[src/design/vbrhp_pkg.sv]
`timescale 1ns / 1ps

package vbrhp_pkg;

    // number of table-of-contents bytes in the header
    localparam int unsigned TOC_ENTRIES = 100;

    // widths of the stream fields
    localparam int unsigned BYTE_W  = 8;
    localparam int unsigned VALUE_W = 32;
    localparam int unsigned KIND_W  = 3;
    localparam int unsigned IDX_W   = 7;
    localparam int unsigned ACC_W   = 24;

    // record kinds
    localparam logic [KIND_W-1:0] KIND_TAG       = 3'd0;
    localparam logic [KIND_W-1:0] KIND_FLAGS     = 3'd1;
    localparam logic [KIND_W-1:0] KIND_FRAMES    = 3'd2;
    localparam logic [KIND_W-1:0] KIND_BYTES     = 3'd3;
    localparam logic [KIND_W-1:0] KIND_TOC       = 3'd4;
    localparam logic [KIND_W-1:0] KIND_SCALE     = 3'd5;
    localparam logic [KIND_W-1:0] KIND_NOT_FOUND = 3'd6;

    // flag bits that switch on the optional fields
    localparam int unsigned FLAG_FRAMES = 0;
    localparam int unsigned FLAG_BYTES  = 1;
    localparam int unsigned FLAG_TOC    = 2;
    localparam int unsigned FLAG_SCALE  = 3;

    // channel mode code for a single channel
    localparam logic [1:0] CHMODE_MONO = 2'd3;

    // tag offsets
    localparam logic [BYTE_W-1:0] TAG_OFFS_M1_STEREO = 8'd36;
    localparam logic [BYTE_W-1:0] TAG_OFFS_MID       = 8'd21;
    localparam logic [BYTE_W-1:0] TAG_OFFS_M2_MONO   = 8'd13;

    // parse phase
    typedef enum logic [7:0] {
        PH_IDLE   = 8'b0000_0001,
        PH_HEAD   = 8'b0000_0010,
        PH_TAG    = 8'b0000_0100,
        PH_FLAGS  = 8'b0000_1000,
        PH_FRAMES = 8'b0001_0000,
        PH_BYTES  = 8'b0010_0000,
        PH_TOC    = 8'b0100_0000,
        PH_SCALE  = 8'b1000_0000
    } t_phase;

    // parser state
    typedef struct packed {
        t_phase             phase;
        logic [BYTE_W-1:0]  pos;
        logic               ver;
        logic [1:0]         rate;
        logic [1:0]         chmode;
        logic [3:0]         flags;
        logic [ACC_W-1:0]   acc;
        logic [BYTE_W-1:0]  fstart;
    } t_state;

    // one result record
    typedef struct packed {
        logic                valid;
        logic [KIND_W-1:0]   kind;
        logic [VALUE_W-1:0]  value;
        logic [BYTE_W-1:0]   offset;
        logic [IDX_W-1:0]    toc_idx;
        logic                mpeg1;
        logic                is_end;
    } t_result;

    // expected tag text "Xing"
    function automatic logic [BYTE_W-1:0] tag_char(input logic [1:0] idx);
        logic [BYTE_W-1:0] c;
        unique case (idx)
            2'd0:    c = 8'h58;
            2'd1:    c = 8'h69;
            2'd2:    c = 8'h6E;
            default: c = 8'h67;
        endcase
        return c;
    endfunction

    // offset of the tag from version and channel mode
    function automatic logic [BYTE_W-1:0] tag_offset(input logic ver, input logic [1:0] chmode);
        logic [BYTE_W-1:0] o;
        if (ver) begin
            o = (chmode != CHMODE_MONO) ? TAG_OFFS_M1_STEREO : TAG_OFFS_MID;
        end else begin
            o = (chmode != CHMODE_MONO) ? TAG_OFFS_MID : TAG_OFFS_M2_MONO;
        end
        return o;
    endfunction

    // sample rate, halved for the lower-rate versions
    function automatic logic [VALUE_W-1:0] sample_rate(input logic [1:0] idx, input logic ver);
        logic [16:0] r;
        unique case (idx)
            2'd0:    r = 17'd44100;
            2'd1:    r = 17'd48000;
            2'd2:    r = 17'd32000;
            default: r = 17'd99999;
        endcase
        return ver ? VALUE_W'(r) : VALUE_W'(r >> 1);
    endfunction

    // first enabled optional field after the given phase
    function automatic t_phase next_phase(input t_phase ph, input logic [3:0] flags);
        logic [3:0] later;
        t_phase     nx;
        unique case (ph)
            PH_FLAGS:  later = 4'b1111;
            PH_FRAMES: later = 4'b1110;
            PH_BYTES:  later = 4'b1100;
            PH_TOC:    later = 4'b1000;
            default:   later = 4'b0000;
        endcase
        later = later & flags;
        priority if (later[FLAG_FRAMES]) nx = PH_FRAMES;
        else if (later[FLAG_BYTES])      nx = PH_BYTES;
        else if (later[FLAG_TOC])        nx = PH_TOC;
        else if (later[FLAG_SCALE])      nx = PH_SCALE;
        else                             nx = PH_IDLE;
        return nx;
    endfunction

endpackage

[src/design/vbrhp_step.sv]
`timescale 1ns / 1ps

module vbrhp_step (
    input  vbrhp_pkg::t_state           i_state,
    input  logic [vbrhp_pkg::BYTE_W-1:0] i_byte,
    input  logic                        i_start,
    output vbrhp_pkg::t_state           o_state,
    output vbrhp_pkg::t_result          o_res
);
    import vbrhp_pkg::*;

    t_state             st;
    t_state             nst;
    t_result            res;
    logic [BYTE_W-1:0]  k;
    logic [BYTE_W-1:0]  pos_inc;
    logic [VALUE_W-1:0] word;
    logic [3:0]         flags_now;
    logic               toc_last;
    t_phase             nx;

    always_comb begin
        // frame start restarts the parse
        st = i_state;
        if (i_start) begin
            st.phase  = PH_HEAD;
            st.pos    = '0;
            st.flags  = '0;
            st.acc    = '0;
            st.fstart = '0;
        end

        nst       = st;
        res       = '0;
        k         = st.pos - st.fstart;
        pos_inc   = st.pos + 8'd1;
        word      = {st.acc, i_byte};
        flags_now = st.flags;
        toc_last  = ({1'b0, k} + 9'd1) >= 9'(TOC_ENTRIES);
        nx        = PH_IDLE;

        unique case (st.phase)
            PH_IDLE: begin
                // bytes ignored until the next frame start
            end
            PH_HEAD: begin
                if (st.pos == 8'd1) begin
                    nst.ver = i_byte[3];
                end else if (st.pos == 8'd2) begin
                    nst.rate = i_byte[3:2];
                end else if (st.pos == 8'd3) begin
                    nst.chmode = i_byte[7:6];
                end
                if (st.pos >= 8'd3 && pos_inc == tag_offset(nst.ver, nst.chmode)) begin
                    nst.phase  = PH_TAG;
                    nst.fstart = pos_inc;
                end
            end
            PH_TAG: begin
                if (i_byte != tag_char(k[1:0])) begin
                    res.valid  = 1'b1;
                    res.kind   = KIND_NOT_FOUND;
                    res.offset = st.fstart;
                    res.is_end = 1'b1;
                    nst.phase  = PH_IDLE;
                end else if (k == 8'd3) begin
                    res.valid  = 1'b1;
                    res.kind   = KIND_TAG;
                    res.value  = sample_rate(st.rate, st.ver);
                    res.offset = st.fstart;
                    nst.phase  = PH_FLAGS;
                    nst.fstart = pos_inc;
                    nst.acc    = '0;
                end
            end
            PH_FLAGS, PH_FRAMES, PH_BYTES, PH_SCALE: begin
                // big-endian 32-bit word, one byte at a time
                nst.acc = word[ACC_W-1:0];
                if (k == 8'd3) begin
                    if (st.phase == PH_FLAGS) begin
                        flags_now = word[3:0];
                    end
                    nx         = next_phase(st.phase, flags_now);
                    nst.flags  = flags_now;
                    res.valid  = 1'b1;
                    unique case (st.phase)
                        PH_FLAGS:  res.kind = KIND_FLAGS;
                        PH_FRAMES: res.kind = KIND_FRAMES;
                        PH_BYTES:  res.kind = KIND_BYTES;
                        default:   res.kind = KIND_SCALE;
                    endcase
                    res.value  = word;
                    res.offset = st.fstart;
                    res.is_end = (nx == PH_IDLE);
                    nst.phase  = nx;
                    nst.fstart = pos_inc;
                    nst.acc    = '0;
                end
            end
            PH_TOC: begin
                nx          = toc_last ? next_phase(PH_TOC, st.flags) : PH_TOC;
                res.valid   = 1'b1;
                res.kind    = KIND_TOC;
                res.value   = VALUE_W'(i_byte);
                res.offset  = st.pos;
                res.toc_idx = k[IDX_W-1:0];
                res.is_end  = (nx == PH_IDLE);
                if (toc_last) begin
                    nst.phase  = nx;
                    nst.fstart = pos_inc;
                    nst.acc    = '0;
                end
            end
            default: begin
                nst.phase = PH_IDLE;
            end
        endcase

        // byte counter runs while a parse is active
        if (st.phase != PH_IDLE) begin
            nst.pos = pos_inc;
        end
        res.mpeg1 = nst.ver;
    end

    assign o_state = nst;
    assign o_res   = res;

endmodule

[src/design/vbr_info_header_parser.sv]
`timescale 1ns / 1ps

// Parses the VBR information header ("Xing" tag) of an MPEG audio frame fed one byte per
// transaction, with tuser set on the first byte of each frame. The
// parse state is updated as the byte is accepted and any record it completes is
// placed in a one-deep output register, so a new byte is accepted every cycle as long as the
// output side keeps taking records (the input waits only while a record is held and not taken).
// A record appears in the cycle after the byte that completes its field. Records carry the tag
// (with the sample rate), the flags word, the frame and byte counts, each table-of-contents
// entry and the VBR scale; a mismatching tag gives a single not-found record. tlast marks the
// record that closes the header; bytes after it are ignored until the next frame start.
module vbr_info_header_parser (
    input  logic        i_clk,
    input  logic        i_rst_n,
    input  logic        i_s_axis_tvalid,
    output logic        o_s_axis_tready,
    input  logic [7:0]  i_s_axis_tdata,   // data_byte[7:0]
    input  logic [0:0]  i_s_axis_tuser,   // frame_start[0]
    output logic        o_m_axis_tvalid,
    input  logic        i_m_axis_tready,
    output logic [47:0] o_m_axis_tdata,   // value[31:0], field_offset[39:32],
                                          // toc_index[46:40], mpeg1[47]
    output logic [2:0]  o_m_axis_tuser,   // kind[2:0]
    output logic        o_m_axis_tlast    // is_end
);
    import vbrhp_pkg::*;

    t_state  r_state;
    t_state  n_state;
    t_result n_res;
    t_result r_res;
    logic    r_out_valid;
    logic    accept;

    // next parse state and record for the byte on the input
    vbrhp_step u_step (
        .i_state (r_state),
        .i_byte  (i_s_axis_tdata),
        .i_start (i_s_axis_tuser[0]),
        .o_state (n_state),
        .o_res   (n_res)
    );

    // take a byte whenever the output register is free or being emptied
    assign o_s_axis_tready = !r_out_valid || i_m_axis_tready;
    assign accept          = i_s_axis_tvalid && o_s_axis_tready;

    // parse state and output valid
    always_ff @(posedge i_clk) begin
        if (!i_rst_n) begin
            r_state <= '{phase: PH_IDLE, pos: '0, ver: 1'b0, rate: '0, chmode: '0,
                         flags: '0, acc: '0, fstart: '0};
            r_out_valid <= 1'b0;
        end else begin
            if (accept) begin
                r_state     <= n_state;
                r_out_valid <= n_res.valid;
            end else if (i_m_axis_tready) begin
                r_out_valid <= 1'b0;
            end
        end
    end

    // output payload
    always_ff @(posedge i_clk) begin
        if (accept && n_res.valid) begin
            r_res <= n_res;
        end
    end

    assign o_m_axis_tvalid = r_out_valid;
    assign o_m_axis_tdata  = {r_res.mpeg1, r_res.toc_idx, r_res.offset, r_res.value};
    assign o_m_axis_tuser  = r_res.kind;
    assign o_m_axis_tlast  = r_res.is_end;

endmodule

[config.mk]
export PLATFORM = sky130hd
export DESIGN_NAME = vbr_info_header_parser
export DESIGN_NICKNAME = d
export VERILOG_FILES = /design/src/design/vbrhp_pkg.sv /design/src/design/vbrhp_step.sv /design/src/design/vbr_info_header_parser.sv
export SDC_FILE = /design/constraint.sdc
export NUM_CORES = 1
export LEC_CHECK = 0
export ABC_AREA = 1
export BUFFER_PORTS_ARGS = -buffer_cell sky130_fd_sc_hd__buf_2
export CAP_MARGIN = 20
export CORE_ASPECT_RATIO = 0.9
export CORE_MARGIN = 4
export CORE_UTILIZATION = 50
export DETAILED_ROUTE_END_ITERATION = 16
export GPL_TIMING_DRIVEN = 1
export PLACE_DENSITY_LB_ADDON = 0.3
export RECOVER_POWER = 50
export SKIP_CTS_REPAIR_TIMING = 1
export SLEW_MARGIN = 20
export SYNTH_ARGS = -nofsm -noshare
export SYNTH_HDL_FRONTEND = slang
export SYNTH_HIERARCHICAL = 1
export SYNTH_SLANG_ARGS = --single-unit
[constraint.sdc]
create_clock -name i_clk -period 8.3 [get_ports i_clk]
set_input_delay 0.415 -clock i_clk [delete_from_list [all_inputs] [get_ports i_clk]]
set_output_delay 0.415 -clock i_clk [all_outputs]
set_load 0.1 [all_outputs]
==> run summary, run 1 <==
## Status
* **result of the run** complete, but fails checks
* **violations in the final reports** capacitance limit, slew limit

## CTS
* **clock net sink count** 109
* **Worst-path clk slew** 0.08 ns
* **clock insertion delay at the later pin of the skew report** 0.35 ns
* **number of buffers created by CTS** 9
* **Root Driver** sky130_fd_sc_hd__clkbuf_16
* **clock buffer depth** 2
* **number of H-tree branching levels** 3
* **CTS tree** built

## STA
* **setup-violating endpoint count in the final report** 0
* **final number of hold-violating endpoints** 0
* **Setup TNS Final** 0 ns
* **period utilization** 80.13%
* **number of slew-limit violations in the final report** 122
* **actual transition at the worst max-transition pin** 2.332 ns
* **FMAX** 150.4 MHz
* **unrepaired setup endpoints after global routing** no
* **Relative slew margins** -55.97%
* **Fin Clk Skew** 0.01121 ns
* **post-layout minimum cycle time** 6.651 ns

## Pwr
* **Internal Power** 0.8626 mW
* **Sequential Power Share** 48.0%
* **PD cells** 145.8 mW/mm^2
* **Worst IR Drop VDD** 87.91 uV
* **Clock power frac** 34.4%
* **net load switching power** 0.3639 mW
* **part of the total power dissipated in combinational logic** 17.6%
* **switching fraction of total power** 29.67%
* **Static Leakage** 4.118 nW

## Floorplan
* **Ports** 67
* **core region area** 0.01560 mm^2
* **starting density of the core** 51.52%
* **overall die area** 0.01817 mm^2
* **Die Wd** 141.6 um
* **chip height** 128.3 um
* **number of core rows** 43

## Routing
* **drt drc** 0
* **number of vias per cell after detailed routing** 5.446
* **mean routed wirelength per cell** 15.10 um
* **count of vias placed by the detailed router** 7712
* **antenna violation net count after detailed routing** 0
* **DR pass1 iterations** 5
* **1st-iter DRT viols** 879
* **routed wire length** 21390 um

## Global routing
* **total congestion overflow** 0
* **wire length of the first global-routing pass** 34510 um
* **busiest layer in global routing** met1
* **global routing usage on met2** 34.10%
* **antenna violations before repair** 0
* **largest net degree at the start of global routing** 71
* **global router's overall resource usage** 23.49%
* **met3 global-route usage** 3.432%
* **met1 usage in global routing** 36.29%
* **number of global-route vias before repair** 6752

## Critical path
* **worst r2r path cells** 21
* **critical path fanouts, max** 56
* **Worst EP required** 8.54 ns
* **cells along the critical path** clkbuf_1 > inv_1 > nand2_1 > ha_1 > a21oi_1 > nand2_1 > nand3_1 > nand2_2 > xor2_1 > nand2_2 > clkbuf_2 > nand2_1 > nand4_4 > nand2_1 > nand2_1 > inv_1 > nand3_1 > nand2_1 > nor2_1
* **worst endpoint data arrival time** 6.89 ns
* **crit path launch type** primary input
* **total number of cells along the worst setup path** 19
* **CP most frequent cell** sky130_fd_sc_hd__nand2_1
* **dominant delay contributor by cell family on the critical path** buffers and inverters
* **worst setup path class** in2reg
* **endpoint kind of the worst setup timing path** flop
* **combined buffer and inverter count along the critical path** 4
* **Slowest-stage cell, CP** sky130_fd_sc_hd__xor2_1
* **largest stage delay on the critical path** 1.74 ns

## Finish
* **area of all placed cells without fillers** 0.008414 mm^2
* **ratio of cells with drive above 1 in the final layout** 9.390%
* **post-layout net count** 1240
* **antenna diode count** 0
* **final cell count without fillers** 1416
* **layout overhead on the synthesized area** 4.686%

## Placed design
* **number of buffer cells added on primary ports** 66
* **Final GP Congestion** 0.9271
* **cell count after placement** 1400
* **placement-stage cell area** 0.008245 mm^2
* **post-DP HPWL** 14380 um

## Synthesis
* **Synthesized Nets** 1223
* **synthesized netlist cell count** 1192
* **netlist area before placement** 0.008038 mm^2
* **yosys warns** 6
* **synthesized area divided by synthesized cell count** 6.743 um^2

## Min path
* **Cells on Worst Hold Path** 3
* **classification of the worst-slack hold path** in2reg

## Job
* **MaxCap Viol Count** 3

-- worst register-to-register path, stage by stage (launching register included) --
cell,delay [ns]
sky130_fd_sc_hd__dfxtp_1,0.37
sky130_fd_sc_hd__inv_1,0.07
sky130_fd_sc_hd__nor2_1,0.30
sky130_fd_sc_hd__inv_1,0.15
sky130_fd_sc_hd__ha_1,0.26
sky130_fd_sc_hd__fa_1,0.42
sky130_fd_sc_hd__nor2_1,0.12
sky130_fd_sc_hd__nand3_1,0.10
sky130_fd_sc_hd__nand2_1,0.10
sky130_fd_sc_hd__nand2_1,0.10
sky130_fd_sc_hd__nand2_1,0.09
sky130_fd_sc_hd__nand2_1,0.05
sky130_fd_sc_hd__nand2_1,0.08
sky130_fd_sc_hd__nand3_1,0.07
sky130_fd_sc_hd__nor2_1,0.66
sky130_fd_sc_hd__nand2_2,0.59
sky130_fd_sc_hd__nand2_1,0.34
sky130_fd_sc_hd__inv_2,0.09
sky130_fd_sc_hd__nand2_1,0.07
sky130_fd_sc_hd__inv_1,0.08
sky130_fd_sc_hd__nor2_4,0.61
sky130_fd_sc_hd__buf_4,0.45
-- final timing paths --
path	start	endpoint	slack (ns)
setup / recovery	i_s_axis_tuser	r_state[1]$_SDFFE_PN0P_	1.65
hold / removal	i_s_axis_tdata[5]	o_m_axis_tdata[5]$_DFFE_PP_	0.46
setup reg to reg	r_state[41]$_SDFFE_PN0P_	o_m_axis_tdata[22]$_DFFE_PP_	2.77
hold reg to reg	r_state[35]$_SDFFE_PN0P_	r_state[35]$_SDFFE_PN0P_	0.49
-- layout make-up --
type,count,area (um^2)
inverter,189,709.4
fill,1564,7188
clock buffer,11,254.0
tap,202,252.7
timing repair buffer,73,315.3
clock inverter,5,33.78
sequential,109,2703
multi-input combinational,827,4146
-- through the flow --
| stage | power (mW) | setup slack [ns] | hold slack (ns) | utilization [%] |
|---|---|---|---|---|
| final | 1.226 | 1.649 | 0.4617 | 53.93 |
| after global routing | 1.289 | 1.059 | 0.4477 | 53.93 |
| after CTS | 1.234 | 2.652 | 0.4453 | 54.69 |
| after detailed placement | 0.8149 | 2.306 | 0.4743 | 52.85 |
| after global placement | 0.8117 | 2.486 | 0.4639 | 52.85 |
| after floorplan | 0.7732 | 2.675 | 0.4519 | - |
-- per-layer routing --
metal	wire length, um	up-vias
met4	333	0
met2	8750	355
met1	10250	3472
met3	2056	29
met5	0	-
li1	-	3856
-- layout by cell type (no fill, tap or decap), drive strengths merged --
cell,n
o31ai,3
a21boi,2
xor2,3
a31oi,1
dfxtp,57
inv,190
a21o,1
o2bb2ai,1
nand3b,1
buf,18
clkbuf,66
nand4,30
o211ai,25
o21ai,36
xnor2,2
or2,1
a21oi,68
o22ai,5
nand2,331
nor2,142
nor4,2
fa,1
o21bai,1
nand3,145
nor3,8
mux2i,1
clkinv,3
ha,17
edfxtp,52
clkinvlp,1
-- state kept, by name, indices dropped and copies added, names as in the netlist --
name	count
r_state	56
o_m_axis_tlast	1
o_m_axis_tvalid	1
o_m_axis_tuser	3
o_m_axis_tdata	48
-- power groups by stage --
stage	combinational [mW]	clock, mW	sequential [mW]
detailed placement	0.214	0	0.601
global placement	0.211	0	0.600
CTS	0.216	0.430	0.588
finish	0.216	0.422	0.589
floorplan	0.176	0	0.597
global route	0.244	0.454	0.591
Note: power is estimated with default switching activity, not from simulation.
==> run 2: changes to the inputs <==
Settings changed: ABC_AREA 1 to 0.
Clock period 8.3 ns to 6.5 ns, I/O delays scaled along.
==> run 2 against run 1 <==
Setup slack worse by 0.19 ns. Total power increased by 12%. The flow now finishes without violations. Highest routed layer unchanged. Critical endpoint is now o_m_axis_tuser[2]$_DFFE_PP_. Via count fell by 28%.
==> run summary, run 2 <==
## Status
* **result of the run** completed

## Critical path
* **largest stage delay on the critical path** 0.91 ns, -0.83 ns
* **Slowest-stage cell, CP** sky130_fd_sc_hd__nor3_1
* **worst r2r path cells** 12, -43%
* **critical path fanouts, max** 19, -66%
* **crit path launch type** flop
* **worst setup path class** reg2reg
* **launch point of the critical path** r_state[41]$_SDFFE_PN0P_
* **worst setup slack for register-to-register paths** 1.45 ns, -1.32 ns
* **endpoint kind of the worst setup timing path** flop
* **worst endpoint data arrival time** 5.12 ns, -1.77 ns
* **Worst EP required** 6.58 ns, -1.96 ns
* **Reg-to-Reg Start** r_state[41]$_SDFFE_PN0P_
* **terminus of the critical flop-to-flop path** o_m_axis_tuser[2]$_DFFE_PP_
* **cells along the critical path** nor2b_1 > inv_1 > ha_1 > fa_1 > and3b_1 > a211o_1 > nor3b_1 > o22ai_1 > nor3_1 > nand2_1 > clkbuf_1 > o311ai_0

## Global routing
* **antenna violations before repair** 0, unchanged
* **largest net degree at the start of global routing** 67, -5.6%
* **global router's overall resource usage** 23.33%, -0.16 points
* **wire length of the first global-routing pass** 27770 um, -20%
* **total congestion overflow** 0, unchanged
* **number of global-route vias before repair** 5221, -23%

## STA
* **period utilization** 77.62%
* **number of slew-limit violations in the final report** 0, -100%
* **unrepaired setup endpoints after global routing** no
* **final number of hold-violating endpoints** 0, unchanged
* **Fin Clk Skew** 0.01355 ns, +0.002337 ns
* **post-layout minimum cycle time** 5.045 ns
* **setup-violating endpoint count in the final report** 0, unchanged
* **actual transition at the worst max-transition pin** 1.215 ns, -1.117 ns
* **Relative slew margins** 19.34%, +75 points
* **least setup slack across all paths after layout** 1.455 ns, -0.1940 ns
* **FMAX** 198.2 MHz
* **Setup TNS Final** 0 ns, unchanged

## Min path
* **Cells on Worst Hold Path** 2, -1
* **classification of the worst-slack hold path** in2reg
* **hold_sp** i_s_axis_tdata[5]
* **Worst Hold Path EP** o_m_axis_tdata[5]$_DFFE_PP_

## Routing
* **drt drc** 0, unchanged
* **1st-iter DRT viols** 664, -24%
* **mean routed wirelength per cell** 18.17 um, +20%
* **routed wire length** 17250 um, -19%
* **DR pass1 iterations** 5, unchanged
* **antenna violation net count after detailed routing** 0, unchanged
* **count of vias placed by the detailed router** 5563, -28%
* **number of vias per cell after detailed routing** 5.862, +7.6%

## Placed design
* **worst slack after detailed placement** 1.612 ns, -0.6938 ns
* **Final GP Congestion** 0.8944, -3.5%
* **post-DP HPWL** 12220 um, -15%
* **cell count after placement** 933, -33%
* **number of buffer cells added on primary ports** 66, unchanged

## Finish
* **register bank with the most flops** r_state
* **max FFs per register** 56, unchanged
* **commonest non-fill, non-tap cell in the layout** sky130_fd_sc_hd__nand2_1
* **Filler Cell Count** 1206, -23%
* **total area of multi-input combinational cells** 0.003478 mm^2, -16%
* **post-layout net count** 811, -35%
* **ratio of cells with drive above 1 in the final layout** 6.624%, -2.8 points
* **layout overhead on the synthesized area** 9.242%
* **final cell count without fillers** 949, -33%
* **antenna diode count** 0, unchanged
* **most frequent cells in the layout** sky130_fd_sc_hd__nand2_1 (173), sky130_fd_sc_hd__mux2i_1 (64), sky130_fd_sc_hd__clkbuf_1 (59), sky130_fd_sc_hd__dfxtp_1 (57), sky130_fd_sc_hd__edfxtp_1 (52)
* **area taken by flip-flops and latches** 0.002703 mm^2, unchanged

## CTS
* **clock buffer depth** 2, unchanged
* **clock net sink count** 109, unchanged
* **number of H-tree branching levels** 3, unchanged
* **Root Driver** sky130_fd_sc_hd__clkbuf_16
* **Worst-path clk slew** 0.07 ns, about the same
* **CTS tree** built
* **clock insertion delay at the later pin of the skew report** 0.36 ns, about the same
* **number of buffers created by CTS** 9, unchanged

## Floorplan
* **core region area** 0.01278 mm^2, -18%
* **starting density of the core** 51.36%, -0.16 points
* **overall die area** 0.01503 mm^2, -17%
* **Die Wd** 128.8 um, -9.1%
* **Ports** 67, unchanged
* **chip height** 116.7 um, -9.0%
* **number of core rows** 39, -9.3%

## Synthesis
* **yosys warns** 6, unchanged
* **synthesized netlist cell count** 740, -38%
* **synthesized area divided by synthesized cell count** 8.873 um^2, +32%
* **netlist area before placement** 0.006566 mm^2, -18%
* **Synthesized Nets** 771, -37%

## Pwr
* **Worst IR Drop VDD** 180.0 uV, +100%
* **Static Leakage** 2.430 nW, -41%
* **PD cells** 191.8 mW/mm^2, +32%

## Job
* **MaxCap Viol Count** 0, -3

[run 2: cell types whose count changed in the layout (fill, tap and decap cells not counted), sizes merged, moves of 7 or more]
cell | before | now
o2bb2ai | 1 | 8
inv | 190 | 40
nand4 | 30 | 3
a21oi | 68 | 18
nand2 | 331 | 173
o211ai | 25 | 2
nor2b | 0 | 14
o32ai | 0 | 18
mux2i | 1 | 64
nor2 | 142 | 44
xnor2 | 2 | 15
nand3 | 145 | 13
[run 2: worst max-delay path by stage]
stage                                         endpoint  slack [ns]  cells past startpoint
final                      o_m_axis_tuser[2]$_DFFE_PP_        1.45                     12
after detailed placement  o_m_axis_tdata[19]$_DFFE_PP_        1.61                     17
after global placement    o_m_axis_tdata[19]$_DFFE_PP_        1.80                     17
after floorplan            o_m_axis_tdata[0]$_DFFE_PP_        0.12                     15
after CTS                 o_m_axis_tdata[19]$_DFFE_PP_        1.90                     15
after global routing       o_m_axis_tuser[2]$_DFFE_PP_        1.10                     12
[run 2: stage by stage]
step / area (um^2) / power, mW / hold WS, ns / util (%)
after global routing: 7173 / 1.423 / 0.3089 / 56.11
after global placement: 6968 / 0.8272 / 0.4389 / 54.50
after CTS: 7267 / 1.391 / 0.2865 / 56.84
final: 7173 / 1.376 / 0.3016 / 56.11
after detailed placement: 6968 / 0.8286 / 0.4446 / 54.50
after floorplan: 6566 / 0.8045 / 0.4302 / -
[run 2: final cells by class]
type                    count  area share [%]
clock buffers              10           3.192
clock inverters             6          0.9768
inverters                  38           1.988
multi-input cells         545           48.49
flip-flops and latches    109           37.68
well taps                 164           2.861
repair buffers             77           4.814
[run 2: worst max-delay path: cells and delay by family (launching register included)]
kind / cells / cell delay [ns]
AOI/OAI and AO/OA: 3 / 1.01
adders and majority gates: 2 / 0.68
buffers and inverters: 2 / 0.64
DFF: 1 / 0.45
and+or+nand+nor: 5 / 1.98
[run 2: power by group]
part / total, mW / switching (mW) / internal, mW
Clock: 0.562 / 0.258 / 0.304
Sequential: 0.719 / 0.00477 / 0.714
Combinational: 0.0952 / 0.0639 / 0.0313
Total: 1.38 / 0.327 / 1.05
[run 2: per-layer routing]
layer  GRT usage, %  share of wire, %
met1          34.10                48
met2          34.39                42
met3          6.676               8.8
met4          5.178               1.1
met5              0                 0
==> run 3: changes to the inputs <==
Clock period 6.5 ns to 4.36 ns, I/O delays scaled along.
==> run 3 against run 2 <==
Core utilization up 0.91 points. Global-route usage is 0.91 points higher. Register-to-register slack got worse by 1.3 ns. Maximum frequency is 21% higher. Clock skew down 0.0072 ns. Via count is 4.1% higher. Setup slack lost 1.3 ns. Critical path type unchanged. Critical endpoint unchanged. Largest cell class unchanged.
==> run summary, run 3 (synthesis gave the netlist of run 2 again) <==
## Placed design
* **post-DP HPWL** 12570 um, +2.9%
* **cell count after placement** 948, +1.6%
* **worst slack after detailed placement** 0.2075 ns, -1.404 ns
* **number of buffer cells added on primary ports** 66, unchanged
* **Final GP Congestion** 0.8985, +0.46%

## STA
* **actual transition at the worst max-transition pin** 1.201 ns, -0.01372 ns
* **final number of hold-violating endpoints** 0, unchanged
* **least setup slack across all paths after layout** 0.1799 ns, -1.275 ns
* **worst hold-check slack** 0.1932 ns, -0.1084 ns
* **Relative slew margins** 20.25%, +0.91 points
* **Setup TNS Final** 0 ns, unchanged
* **FMAX** 239.2 MHz, +21%
* **post-layout minimum cycle time** 4.180 ns, -0.8650 ns
* **period utilization** 95.87%, +18 points
* **Fin Clk Skew** 0.006355 ns, -0.007192 ns
* **setup-violating endpoint count in the final report** 0, unchanged
* **unrepaired setup endpoints after global routing** no
* **number of slew-limit violations in the final report** 0, unchanged

## Routing
* **1st-iter DRT viols** 756, +14%
* **mean routed wirelength per cell** 18.77 um, +3.3%
* **drt drc** 0, unchanged
* **number of vias per cell after detailed routing** 6.007, +2.5%
* **routed wire length** 18100 um, +4.9%
* **count of vias placed by the detailed router** 5791, +4.1%
* **antenna violation net count after detailed routing** 0, unchanged
* **DR pass1 iterations** 5, unchanged

## Pwr
* **Worst IR Drop VDD** 169.5 uV, -5.8%
* **PD cells** 281.6 mW/mm^2, +47%
* **Static Leakage** 2.538 nW, +4.5%
* **post-layout power** 2.053 mW, +49%

## Finish
* **final cell count without fillers** 964, +1.6%
* **antenna diode count** 0, unchanged
* **layout overhead on the synthesized area** 11.01%
* **commonest non-fill, non-tap cell in the layout** sky130_fd_sc_hd__nand2_1
* **Filler Cell Count** 1177, -2.4%
* **max FFs per register** 56, unchanged
* **register bank with the most flops** r_state
* **post-layout net count** 826, +1.8%
* **most frequent cells in the layout** sky130_fd_sc_hd__nand2_1 (173), sky130_fd_sc_hd__mux2i_1 (64), sky130_fd_sc_hd__clkbuf_1 (60), sky130_fd_sc_hd__dfxtp_1 (57), sky130_fd_sc_hd__edfxtp_1 (52)
* **ratio of cells with drive above 1 in the final layout** 8.500%, +1.9 points

## Global routing
* **global router's overall resource usage** 24.25%, +0.91 points
* **number of global-route vias before repair** 5331, +2.1%
* **antenna violations before repair** 1, +1
* **total congestion overflow** 0, unchanged
* **wire length of the first global-routing pass** 28610 um, +3.0%
* **largest net degree at the start of global routing** 59, -12%

## Critical path
* **endpoint kind of the worst setup timing path** flop
* **Worst EP required** 4.44 ns, -2.14 ns
* **critical path fanouts, max** 19, unchanged
* **crit path launch type** flop
* **worst endpoint data arrival time** 4.26 ns, -0.86 ns
* **worst setup path class** reg2reg

## Floorplan
* **core region area** 0.01278 mm^2, unchanged
* **chip height** 116.7 um, unchanged
* **Ports** 67, unchanged
* **overall die area** 0.01503 mm^2, unchanged
* **Die Wd** 128.8 um, unchanged
* **number of core rows** 39, unchanged
* **starting density of the core** 51.36%, unchanged

## CTS
* **number of H-tree branching levels** 3, unchanged
* **clock insertion delay at the later pin of the skew report** 0.36 ns, about the same
* **clock net sink count** 109, unchanged
* **Root Driver** sky130_fd_sc_hd__clkbuf_16
* **clock buffer depth** 2, unchanged
* **number of buffers created by CTS** 9, unchanged
* **CTS tree** built
* **Worst-path clk slew** 0.07 ns, about the same

## Status
* **result of the run** completed

## Min path
* **classification of the worst-slack hold path** in2reg

## Job
* **MaxCap Viol Count** 0, unchanged

[run 3: cell type report]
type / count / area, um^2 / area share, %
Inverter: 38 / 142.6 / 1.957
Tap cell: 164 / 205.2 / 2.815
Clock inverter: 5 / 61.31 / 0.8411
Multi-Input combinational cell: 545 / 3490 / 47.87
Sequential cell: 109 / 2703 / 37.08
Clock buffer: 11 / 232.7 / 3.193
Timing Repair Buffer: 92 / 455.4 / 6.248
[run 3: final timing paths]
path                             from                          end  slack (ns)  cells after the start
max          r_state[42]$_SDFFE_PN0P_  o_m_axis_tuser[2]$_DFFE_PP_        0.18                     11
min                 i_s_axis_tdata[5]  o_m_axis_tdata[5]$_DFFE_PP_        0.19                      2
max reg2reg  r_state[42]$_SDFFE_PN0P_  o_m_axis_tuser[2]$_DFFE_PP_        0.18                     11
min reg2reg  r_state[18]$_SDFFE_PN0P_     r_state[18]$_SDFFE_PN0P_        0.46                      2
[run 3: layer usage]
layer,up-vias,wire length (um),GRT usage [%]
met5,-,0,0
met4,0,273,7.558
met3,26,1453,4.847
met2,230,7901,35.60
met1,2797,8468,35.93
li1,2738,-,-
[run 3: stage by stage]
stage	util (%)	cell area (um^2)
2_1_floorplan	-	6593
3_3_place_gp	55.51	7097
3_5_place_dp	55.51	7097
4_1_cts	57.81	7391
5_1_grt	57.02	7289
6_report	57.02	7289
[run 3: where the power goes]
group / leakage [nW] / switching (mW) / internal (mW) / total (mW)
Sequential: 0.925 / 0.00543 / 1.06 / 1.07
Clock: 0.144 / 0.382 / 0.450 / 0.831
Combinational: 1.47 / 0.100 / 0.0511 / 0.151
Total: 2.54 / 0.487 / 1.57 / 2.05
[run 3: critical path: stages, from the launching register on]
cell,delay (ns)
sky130_fd_sc_hd__dfxtp_1,0.47
sky130_fd_sc_hd__nor2b_1,0.35
sky130_fd_sc_hd__inv_1,0.17
sky130_fd_sc_hd__fa_1,0.49
sky130_fd_sc_hd__and3b_1,0.23
sky130_fd_sc_hd__a211o_1,0.16
sky130_fd_sc_hd__nor3b_1,0.31
sky130_fd_sc_hd__o22ai_1,0.17
sky130_fd_sc_hd__nor3_1,0.69
sky130_fd_sc_hd__nand2_1,0.10
sky130_fd_sc_hd__buf_4,0.25
sky130_fd_sc_hd__o311ai_0,0.51
